--- src/design/hcr_pkg.sv ---
`default_nettype none
package hcr_pkg;

   localparam int MaxWidth  = 1024;
   localparam int MaxHeight = 1024;
   localparam int ColW      = $clog2(MaxWidth);
   localparam int RowW      = $clog2(MaxHeight);
   localparam int DimW      = 11;
   localparam int KW        = 16;
   localparam int StoreAw   = 2 + ColW;
   localparam int MulW      = 35;
   localparam int ProdW     = 2 * MulW;
   localparam int RespW     = 50;
   localparam int CsrAw     = 4;
   localparam int CsrDw     = 32;

   localparam logic [DimW-1:0] MinDim      = DimW'(5);
   localparam logic [DimW-1:0] MaxWidthDim  = DimW'(MaxWidth);
   localparam logic [DimW-1:0] MaxHeightDim = DimW'(MaxHeight);
   localparam logic [DimW-1:0] ResetWidth  = DimW'(640);
   localparam logic [DimW-1:0] ResetHeight = DimW'(480);
   localparam logic [KW-1:0]   ResetK      = KW'(2621);

   typedef logic [4:0][4:0][7:0] window_type;
   typedef logic signed [10:0]   grad_type;

   typedef enum logic [2:0] {
      ST_IDLE, ST_READ, ST_SHIFT, ST_GRAD, ST_MUL, ST_ACC, ST_SUM, ST_FIN
   } state_type;

   typedef enum logic [2:0] {
      OP_GXX, OP_GYY, OP_GXY, OP_TT, OP_DET, OP_SXY2, OP_KHI, OP_KLO
   } op_type;

   typedef enum logic [1:0] {
      REG_WIDTH  = 2'd0,
      REG_HEIGHT = 2'd1,
      REG_K      = 2'd2
   } csr_index_type;

   typedef struct packed {
      logic               wr_en;
      logic [StoreAw-1:0] wr_addr;
      logic [7:0]         wr_data;
      logic [StoreAw-1:0] rd_addr;
   } store_ctl_type;

endpackage
`default_nettype wire

--- src/design/hcr_mul.sv ---
`default_nettype none
module hcr_mul
   import hcr_pkg::*;
(
   input  wire logic                    clock,
   input  wire logic signed [MulW-1:0]  a,
   input  wire logic signed [MulW-1:0]  b,
   output logic signed [ProdW-1:0]      prod
);

   logic signed [ProdW-1:0] prod_ff;

   always_ff @(posedge clock) begin
      prod_ff <= a * b;
   end

   assign prod = prod_ff;

endmodule
`default_nettype wire

--- config.mk ---
export PLATFORM = sky130hd
export DESIGN_NAME = hcr_mul
export DESIGN_NICKNAME = d
export VERILOG_FILES = /design/src/design/hcr_pkg.sv /design/src/design/hcr_mul.sv
export SDC_FILE = /design/constraint.sdc
export NUM_CORES = 2
export LEC_CHECK = 0
export BUFFER_PORTS_ARGS = -buffer_cell sky130_fd_sc_hd__buf_2
export CAP_MARGIN = 0
export CORE_MARGIN = 1.5
export CORE_UTILIZATION = 30
export DETAILED_ROUTE_END_ITERATION = 6
export PLACE_DENSITY = 0.54
export SLEW_MARGIN = 5
export SYNTH_ARGS = -nofsm -noshare
export SYNTH_HDL_FRONTEND = slang
export SYNTH_SLANG_ARGS = --single-unit
--- constraint.sdc ---
create_clock -name clock -period 10.3 [get_ports clock]
set_clock_uncertainty 0.05 [all_clocks]
set_input_delay 2.06 -clock clock [delete_from_list [all_inputs] [get_ports clock]]
set_output_delay 2.06 -clock clock [all_outputs]
set_load 0.005 [all_outputs]
==> out/metrics.yaml <==
outcome:
  status: "completed"
clock_network:
  ctsResizeCount: 0
  clk_pin_slew_worst_paths_ns: 0.07
  post-cts-setup-buffer-count: 0
  clock-sinks: 70
  cts_tree: "yes"
  hold_buffers: 0
  h-tree-depth: 3
  cts_made_buffers: 9
  clock-root-buffer: "clkbuf_16"
  clockBufferDepth: 2
global_route:
  grt_use_total_pct: 18.19
  antenna_found_initial: 28
  grt_pass1_wl_mm: 209.2
  grt-ovfl-total: 0
  grt_pass1_vias: 35250
  grt_max_degree: 36
synthesis:
  ys_types: 71
  ys_async_sr_fraction_pct: 0
  synth-edff-count: 0
  yosysTopAreaCellShare_pct: 58.53
  syn_area_um2: 44840
  syn_inst: 4671
  ys_seq_elements: 70
  synthFlopType: "dfxtp_1"
  yosys_warnings: 0
  synthTopCellsByArea: "fa_1 59%, inv_1 9.7%, and2_1 9.3%"
  ys_seq_area_share_pct: 3.125
  synth_fp_nets: 6260
  syn_avg_cell_area_um2: 9.599
  synth_largest_area_cell: "fa_1"
sta:
  slew_headroom_pct: 37.75
  fmax_mhz: 101.9
  tightest_slew_ns: 0.9338
  fin_setup_tns_ns: 0
  drv_slew: 0
  rsz0062_at_grt: "no"
  fin_crit_ns: 9.815
  final_hold_viol_count: 0
  fin_crit_sh_pct: 95.29
  setup_viol: 0
placement:
  dp_hpwl_mm: 112.5
  dp.cells: 6637
  gp_congestion: 0.8631
  io_buffers: 140
min_path:
  hp-start: "b[0]"
  hp-class: "input port to register"
  min_to: "prod[0]"
  min_path_cells: 3
critical_path:
  critPathKind: "input port to register"
  critPathMaxFanout: 32
  cp_data_required_time_ns: 10.57
  crit_arrival_ns: 10.09
  critPathCaptureType: "register"
  startpoint_type: "input port"
  critPathLaunch: "b[12]"
job:
  timing.max_cap.violations: 0
detailed_routing:
  via_per_inst: 4.670
  initialDrtViolationCount: 1517
  wl_per_cell_um: 19.98
  ant_nets: 0
  drt-total-wl_mm: 133.0
  drt-pass1-iter-count: 6
  drc: 0
  vias: 31080
layout:
  drive_gt1_share_pct: 6.945
  stdcell_count: 6655
  largest_reg_flops: 70
  area_growth_pct: 8.062
  fillers: 15270
  nNetsFinal: 6307
die:
  floorplan.initialDensity_pct: 30.29
  fp.dieH_um: 389.6
  die-area_um2: 151800
  die_width_um: 389.6
  core_um2: 148000
  io_pins: 141
  row_count: 141
cell usage after synthesis, drive strengths merged, types with 2 or more instances:
master and number:
a221o 2, nand2 569, a211oi 3, a21bo 2, xor2 25, o21bai 12
or4 2, nand4 17, nor2 53, o21a 9, nand3 9, dfxtp 70
a2111oi 2, a21o 39, buf 19, a31oi 8, a21oi 76, nand2b 15
and2 667, nor3 2, inv 1159, o21ai 48, and3 12, nor2b 5
fa 1311, or3 3, and4 4, clkbuf 231, nor4 2, or2 2
o2bb2ai 2, a221oi 2, o21ba 2, a211o 3, xnor2 54, nand3b 2
o211ai 5, ha 207, o31ai 3
through the flow:
stage                     hold WS, ns  util [%]  instance area [um2]  setup WS, ns
after floorplan                 2.137         -                44840        0.2019
after global placement          2.390     32.53                48150        0.2017
after detailed placement        2.385     32.53                48150        0.1546
after CTS                       2.380     32.73                48450        0.5667
after global routing            2.374     32.73                48450        0.1533
final                           2.388     32.74                48450        0.4854
layout make-up:
type,count,area (um2),share of cell area (%)
Timing Repair Buffer,287,1942,4.008
Clock buffer,9,225.2,0.4648
Multi-Input combinational cell,3191,38040,78.51
Tap cell,1930,2415,4.984
Antenna cell,2,5.005,0.01033
Inverter,1159,4350,8.978
Clock inverter,7,73.82,0.1524
Sequential cell,70,1401,2.892
cells by family (layout without fill, tap and decap cells):
logic type	count (synthesis)	in the layout	share of synthesized area [%]
fa+ha+maj	1518	1518	64.31
buf+inv	1410	1462	12.04
simple gates	1365	1365	15.63
compound gates	229	229	3.351
xor+xnor	79	79	1.543
flops	70	70	3.125
other cells	0	2	0
placed cells by master (no fill, tap or decap), drive strengths merged, types with 3 or more instances in the layout:
master,netlist,final
fa,1311,1311
inv,1159,1160
and2,667,667
nand2,569,569
buf,19,287
ha,207,207
a21oi,76,76
dfxtp,70,70
xnor2,54,54
nor2,53,53
o21ai,48,48
a21o,39,39
xor2,25,25
nand4,17,17
nand2b,15,15
o21bai,12,12
and3,12,12
o21a,9,9
clkbuf,231,9
nand3,9,9
a31oi,8,8
o211ai,5,5
nor2b,5,5
and4,4,4
clkinv,0,4
a211oi,3,3
a211o,3,3
or3,3,3
o31ai,3,3
critical path, cell delays in order:
cell and delay (ns):
buf_2 0.61, nand2_1 0.18, fa_1 0.53, fa_1 0.52, fa_1 0.54, inv_1 0.05
fa_1 0.50, inv_1 0.06, fa_1 0.53, inv_1 0.05, fa_1 0.46, fa_1 0.49
inv_1 0.05, fa_1 0.56, inv_1 0.07, ha_1 0.45, nand4_1 0.16, nor2_1 0.23
a22oi_1 0.14, and3_1 0.21, o2bb2ai_1 0.54, o2111a_1 0.27, o22ai_2 0.10, buf_4 0.16
o21a_1 0.19, o21ai_1 0.17, xor2_1 0.15
worst max path at each step:
stage / end / cells after the start
finish: prod[61] / 27
global route: prod[68] / 30
CTS: prod[61] / 27
detailed placement: prod[61] / 27
global placement: prod[61] / 27
floorplan: prod[68] / 28
layer usage:
metal	share of wire [%]	track usage (%)	up-vias
met1	38	21.64	16690
met4	3.1	4.751	8
met5	0.043	0	-
met2	54	34.20	836
li1	-	-	13320
met3	4.5	2.330	227
Power is left out: the tool's default activity adds up to more than one toggle a clock period on the data nets, which glitch-free logic cannot reach.
