**src/design/hcr_pkg.sv**
```systemverilog
`default_nettype none
package hcr_pkg;

   localparam int MaxWidth  = 1024;
   localparam int MaxHeight = 1024;
   localparam int ColW      = $clog2(MaxWidth);
   localparam int RowW      = $clog2(MaxHeight);
   localparam int DimW      = 11;
   localparam int KW        = 16;
   localparam int StoreAw   = 2 + ColW;
   localparam int MulW      = 35;
   localparam int ProdW     = 2 * MulW;
   localparam int RespW     = 50;
   localparam int CsrAw     = 4;
   localparam int CsrDw     = 32;

   localparam logic [DimW-1:0] MinDim      = DimW'(5);
   localparam logic [DimW-1:0] MaxWidthDim  = DimW'(MaxWidth);
   localparam logic [DimW-1:0] MaxHeightDim = DimW'(MaxHeight);
   localparam logic [DimW-1:0] ResetWidth  = DimW'(640);
   localparam logic [DimW-1:0] ResetHeight = DimW'(480);
   localparam logic [KW-1:0]   ResetK      = KW'(2621);

   typedef logic [4:0][4:0][7:0] window_type;
   typedef logic signed [10:0]   grad_type;

   typedef enum logic [2:0] {
      ST_IDLE, ST_READ, ST_SHIFT, ST_GRAD, ST_MUL, ST_ACC, ST_SUM, ST_FIN
   } state_type;

   typedef enum logic [2:0] {
      OP_GXX, OP_GYY, OP_GXY, OP_TT, OP_DET, OP_SXY2, OP_KHI, OP_KLO
   } op_type;

   typedef enum logic [1:0] {
      REG_WIDTH  = 2'd0,
      REG_HEIGHT = 2'd1,
      REG_K      = 2'd2
   } csr_index_type;

   typedef struct packed {
      logic               wr_en;
      logic [StoreAw-1:0] wr_addr;
      logic [7:0]         wr_data;
      logic [StoreAw-1:0] rd_addr;
   } store_ctl_type;

endpackage
`default_nettype wire

```
**src/design/hcr_grad.sv**
```systemverilog
`default_nettype none
module hcr_grad
   import hcr_pkg::*;
(
   input  wire window_type win,
   input  wire logic [1:0] pos_r,
   input  wire logic [1:0] pos_c,
   output grad_type        gx,
   output grad_type        gy
);

   logic [2:0] ri [3];
   logic [2:0] ci [3];
   grad_type   p [3][3];

   always_comb begin
      for (int i = 0; i < 3; i++) begin
         ri[i] = {1'b0, pos_r} + 3'(i) - 3'd1;
         ci[i] = {1'b0, pos_c} + 3'(i) - 3'd1;
      end
      for (int i = 0; i < 3; i++) begin
         for (int j = 0; j < 3; j++) begin
            p[i][j] = signed'({3'b000, win[ri[i]][ci[j]]});
         end
      end
      gx = p[0][2] - p[0][0] + ((p[1][2] - p[1][0]) <<< 1) + p[2][2] - p[2][0];
      gy = p[2][0] - p[0][0] + ((p[2][1] - p[0][1]) <<< 1) + p[2][2] - p[0][2];
   end

endmodule
`default_nettype wire

```
**config.mk**
```make
export PLATFORM = sky130hd
export DESIGN_NAME = hcr_grad
export DESIGN_NICKNAME = d
export VERILOG_FILES = /design/src/design/hcr_pkg.sv /design/src/design/hcr_grad.sv
export SDC_FILE = /design/constraint.sdc
export NUM_CORES = 1
export LEC_CHECK = 0
export ABC_AREA = 1
export BUFFER_PORTS_ARGS = -buffer_cell sky130_fd_sc_hd__buf_2
export CAP_MARGIN = 20
export CORE_ASPECT_RATIO = 0.5
export CORE_MARGIN = 3
export CORE_UTILIZATION = 40
export DETAILED_ROUTE_END_ITERATION = 8
export PLACE_DENSITY_LB_ADDON = 0.1
export REMOVE_ABC_BUFFERS = 1
export SETUP_SLACK_MARGIN = 0.05
export SLEW_MARGIN = 20
export SYNTH_ARGS = -nofsm -noshare
export SYNTH_HDL_FRONTEND = slang
export SYNTH_SLANG_ARGS = --single-unit
```
**constraint.sdc**
```tcl
create_clock -name vclk -period 7.77
set_clock_uncertainty 0.15 [all_clocks]
set_input_delay 0.3885 -clock vclk [all_inputs]
set_output_delay 0.3885 -clock vclk [all_outputs]
set_load 0.05 [all_outputs]
```
==> results of run 1 <==
[routing by layer]
layer | track usage | routed length, µm | vias up
li1 | - | - | 6568
met1 | 0.401 | 17600 | 5688
met3 | 0.00987 | 2270 | 13
met5 | 0 | 0 | -
met4 | 0.0118 | 108 | 0
met2 | 0.429 | 14900 | 405
[path summary, 6_finish.rpt]
kind | from | end | cells after the start
setup / recovery | pos_r[0] | gy[8] | 24
hold / removal | win[192] | gy[0] | 12
[final cells by class]
class	instances	area, µm²	share of cell area
well taps	307	384	0.0355
inverters	181	682	0.0631
repair buffers	254	1350	0.125
multi-input cells	1637	8390	0.776
[cell usage in the layout (no fill, tap or decap), types with 2 or more instances in the layout]
cell type | netlist | routed
a21oi_1 | 98 | 98
nand4_1 | 6 | 6
fa_1 | 34 | 34
o21ai_0 | 108 | 108
a21o_1 | 3 | 3
ha_1 | 66 | 65
nand2_1 | 631 | 631
buf_2 | 40 | 224
o22ai_1 | 14 | 14
buf_4 | 0 | 29
o21a_1 | 3 | 3
xor2_1 | 22 | 22
nor2_1 | 191 | 190
nand3_1 | 414 | 414
clkinv_1 | 2 | 2
o211ai_1 | 2 | 2
inv_2 | 7 | 6
xnor2_1 | 20 | 20
o21ai_1 | 19 | 19
inv_1 | 172 | 172
[logic make-up after synthesis]
logic type / Yosys count / share of synthesized area
adders and majority gates: 100 / 0.157
AOI/OAI and AO/OA: 251 / 0.136
and+or+nand+nor: 1244 / 0.544
xor gates and xnor gates: 42 / 0.0384
buffers and inverters: 302 / 0.124
[critical path, cell delays in order]
cell,delay [ns]
buf_6,0.13
inv_4,0.05
buf_4,0.69
buf_4,0.57
nand2_1,0.13
nand3_1,0.09
nand3_1,0.11
a21oi_1,0.17
o22ai_1,0.13
ha_1,0.39
a21oi_1,0.20
o21a_1,0.15
o31ai_1,0.07
xor2_1,0.18
fa_1,0.54
inv_1,0.05
fa_1,0.47
inv_1,0.04
ha_1,0.33
a21oi_1,0.23
o21ai_0,0.12
a21oi_1,0.16
xor2_1,0.16
buf_2,0.28
[per-stage QoR]
step | hold WS [ns] | utilization | setup TNS [ns]
2_1_floorplan | 1.45 | - | -10.76
3_3_place_gp | 1.83 | 0.466 | 0
3_5_place_dp | 1.83 | 0.466 | 0
4_1_cts | 1.83 | 0.466 | 0
5_1_grt | 1.96 | 0.466 | 0
6_report | 1.82 | 0.466 | 0
==> results by group, run 1 <==
STA
  – Max Clock Freq: 154 MHz
  – Slew Viols, Final: 0
  – Period minus WS final: 6.50 ns
  – Fin crit share: 0.837
  – Final hold vios: 0
  – Max-slew headroom: 0.343
  – Worst slew pin tran: 0.986 ns
  – Final setup violation count: 0
  – Final setup margin: 1.27 ns
  – RSZ-0062 raised after global routing: no

GRT
  – First-pass GRT wire length: 56900 µm
  – Total GRT Usage: 0.262
  – Vias in the first global route: 11500
  – Initial antenna violation count: 0
  – Gr ovfl total: 0
  – Largest net degree at the start of global routing: 112

Setup path
  – Worst setup path class: input pin to output port
  – Crit end category: output port
  – CP startpoint kind: input pin
  – CP Data Arrival Time: 5.96 ns
  – Worst Path Required: 7.23 ns
  – Max FO, Critical Path: 111

Clocking
  – Hold-fix buffers, CTS: 0
  – PostCTS Resize Cnt: 0
  – Post-CTS Setup Bufs: 0

Layout
  – # diodes: 0
  – Layout cell share with drive strength beyond 1: 0.127
  – Clock buf count: 0
  – Sequential cell count: 0
  – Nets: 2378
  – Sequential Area: 0 µm²
  – Fillers: 2741
  – Post-route cell area: 10800 µm²
  – Syn-to-layout area delta: 12.8%
  – Non-filler cells, final: 2379

Die
  – Initial core utilization: 0.413
  – Boundary Pins: 226
  – Chip Width: 225 µm
  – Core Area: 23200 µm²
  – Die area: 25900 µm²
  – # rows: 39
  – Die Ht: 115 µm

Drt
  – Routed wire per std cell: 14.7 µm
  – Antenna Nets Post-Route: 0
  – Pre-antenna DRT Iters: 5
  – Vias/cell: 5.33
  – Residual DRC: 0
  – DR iter-0 viols: 1092
  – DR vias: 12700
  – Routed Wire Length: 34900 µm

Placed design
  – Place WS: 1.29 ns
  – DP Area: 10800 µm²
  – DP Cell Count: 2379
  – Final GP Congestion: 0.955
  – Dpl hpwl: 27700 µm
  – Input/output buffers: 226

Yosys
  – Synth cell types: 28
  – Top cells by count, synth: nand2_1, nand3_1, nor2_1
  – Most instantiated library cell after synthesis: nand2_1
  – Synth top area share: 0.247
  – Synth warn: 0
  – Most area-hungry cell type in the Yosys netlist: nand2_1
  – Cells after synthesis: 1939
  – Top cells by area, synth: nand2_1, nand3_1, ha_1
  – Syn avg cell area: 4.94 µm²
  – Sequential area share after synthesis: 0
  – Cell Area, Synth: 9580 µm²

Run status
  – Status: finished, final reports clean

Hold path
  – HP Class: input pin to output port

Job
  – Max-cap violations: 0
Power of run 1 is left out: the tool's default activity adds up to more than one toggle a clock period on the data nets, which glitch-free logic cannot reach.
==> inputs of run 2 (changes only) <==
--- a/config.mk
+++ b/config.mk
@@ -5,7 +5,7 @@
 export SDC_FILE = /design/constraint.sdc
 export NUM_CORES = 1
 export LEC_CHECK = 0
-export ABC_AREA = 1
+export ABC_AREA = 0
 export BUFFER_PORTS_ARGS = -buffer_cell sky130_fd_sc_hd__buf_2
 export CAP_MARGIN = 20
 export CORE_ASPECT_RATIO = 0.5
==> constraint.sdc (replaced) <==
create_clock -name vclk -period 6.65
set_clock_uncertainty 0.15 [all_clocks]
set_input_delay 0.3325 -clock vclk [all_inputs]
set_output_delay 0.3325 -clock vclk [all_outputs]
set_load 0.05 [all_outputs]
==> run 2 against run 1 <==
Final cell count is 18% lower; sequential share of layout area is the same; routed wire length rose by 44%; worst hold slack worse by 0.14 ns; die area rose by 13%; critical path type unchanged; critical endpoint is now gy[10].
==> results by group, run 2 <==
STA
  – Fin crit share: 0.959
  – Final setup violation count: 0 (unchanged)
  – Setup TNS: 0 ns (unchanged)
  – Final hold vios: 0 (unchanged)
  – Period minus WS final: 6.38 ns
  – Max Clock Freq: 157 MHz
  – Worst slew pin tran: 0.881 ns (-0.105 ns)
  – Max-slew headroom: 0.408 (+0.0656)
  – RSZ-0062 raised after global routing: yes
  – Final setup margin: 0.271 ns (-0.996 ns)
  – Slew Viols, Final: 0 (unchanged)

Yosys
  – Synth warn: 0 (unchanged)
  – Sequential area share after synthesis: 0 (unchanged)
  – Cell Area, Synth: 10800 µm² (+13%)
  – Top cells by area, synth: mux4_2, mux2_2, mux2i_1
  – Most instantiated library cell after synthesis: mux2_2
  – Synth cell types: 72 (+160%)
  – Most area-hungry cell type in the Yosys netlist: mux4_2
  – Top cells by count, synth: mux2_2, a21oi_1, mux2i_1
  – Cells after synthesis: 1358 (-30%)
  – Syn avg cell area: 7.98 µm² (+62%)
  – Synth top area share: 0.0976 (-0.150)

Die
  – Die area: 29200 µm² (+13%)
  – Chip Width: 239 µm (+6.2%)
  – # rows: 41 (+5.1%)
  – Die Ht: 122 µm (+6.1%)
  – Core Area: 25900 µm² (+12%)
  – Initial core utilization: 0.418 (+0.00533)
  – Boundary Pins: 226 (unchanged)

Setup path
  – Worst setup path class: input pin to output port
  – Worst Path Required: 6.17 ns (-1.06 ns)
  – Crit end category: output port
  – Max FO, Critical Path: 14 (-87%)
  – CP Buf/Inv Count: 7 (unchanged)
  – CP Data Arrival Time: 5.90 ns (-0.06 ns)
  – Largest delay share family, worst path: adder cells
  – CP startpoint kind: input pin
  – Slowest CP cell: nor3_1
  – Crit path largest cell delay: 0.52 ns (-0.17 ns)

GRT
  – Largest net degree at the start of global routing: 92 (-18%)
  – Vias in the first global route: 12300 (+7.1%)
  – Gr ovfl total: 0 (unchanged)
  – First-pass GRT wire length: 74600 µm (+31%)
  – Total GRT Usage: 0.329 (+0.0670)
  – Initial antenna violation count: 4 (+4)

Drt
  – Residual DRC: 0 (unchanged)
  – Routed Wire Length: 50200 µm (+44%)
  – Antenna Nets Post-Route: 0 (unchanged)
  – Routed wire per std cell: 25.7 µm (+75%)
  – Vias/cell: 6.63 (+24%)
  – DR iter-0 viols: 1558 (+43%)
  – DR vias: 13000 (+2.2%)
  – Pre-antenna DRT Iters: 6 (+1)

Placed design
  – Input/output buffers: 226 (unchanged)
  – Place WS: -0.0244 ns (-1.32 ns)
  – Dpl hpwl: 40600 µm (+47%)
  – Final GP Congestion: 1.11 (+16%)

Layout
  – Syn-to-layout area delta: 23.2%
  – Nets: 1918 (-19%)
  – Commonest non-fill, non-tap cell in the layout: buf_2
  – Layout cell share with drive strength beyond 1: 0.350 (+0.224)
  – Fillers: 2540 (-7.3%)
  – Sequential cell count: 0 (unchanged)
  – Clock buf count: 0 (unchanged)
  – # diodes: 0 (unchanged)
  – Sequential Area: 0 µm² (unchanged)
  – Most frequent cells in the layout: buf_2, buf_4, mux2_2

Hold path
  – HP Class: input pin to output port

Job
  – Max-cap violations: 0 (unchanged)

Clocking
  – Hold-fix buffers, CTS: 0 (unchanged)

Run status
  – Status: finished, final reports clean
-- run 2: cell count changes in the layout (fill, tap and decap cells not counted), sizes merged, moves of 37 or more --
cell and delta:
nand3 -392, mux4 +47, mux2i +88, nor2 -121, a22oi +40, mux2 +97
o21ai -37, a221oi +71, buf +122, inv -95, nand2 -587, nor3 +41
-- run 2: timing repair --
item | in CTS | in global routing
endpoints found under the setup margin | 4 | 9
pin swaps | 0 | 4
cloned | 0 | 0
buffers inserted | 0 | 9
resized for setup | 5 | 36
-- run 2: cell families after synthesis --
group	after synthesis	share of synthesized area
multiplexers	232	0.281
XOR/XNOR	33	0.0267
AO/OA/AOI/OAI	506	0.332
AND/OR/NAND/NOR	278	0.133
buffers and inverters	209	0.0887
adder cells (fa/ha/maj)	100	0.139
-- run 2: final cells by class --
cell class / count / area [µm²] / share of cell area
timing repair buffer: 378 / 2550 / 0.191
multi-input combinational: 1149 / 10100 / 0.753
inverter: 85 / 319 / 0.0239
tap: 344 / 430 / 0.0322
-- run 2: worst paths after layout --
check | startpoint | to | slack [ns] | cells after the start
max | pos_r[0] | gy[10] | 0.27 | 25
min | win[72] | gy[0] | 1.68 | 8
-- run 2: metrics by stage --
step	util	instances	cell area, µm²	hold slack, ns
3_5_place_dp	0.506	1947	13100	1.70
2_1_floorplan	-	1234	10200	1.45
3_3_place_gp	0.506	1947	13100	1.66
5_1_grt	0.516	1956	13400	1.75
4_1_cts	0.507	1947	13100	1.70
6_report	0.516	1956	13400	1.68
-- run 2: layer usage --
| layer | part of all wire | track usage | wire length (µm) | up-vias |
|---|---|---|---|---|
| met5 | 0.00026 | 0 | 13 | - |
| met4 | 0.014 | 0.0449 | 682 | 2 |
| met3 | 0.10 | 0.0653 | 5120 | 58 |
| met2 | 0.43 | 0.507 | 21600 | 697 |
| met1 | 0.45 | 0.484 | 22800 | 6360 |
| li1 | - | - | - | 5842 |
Power of run 2 is left out for the same reason.
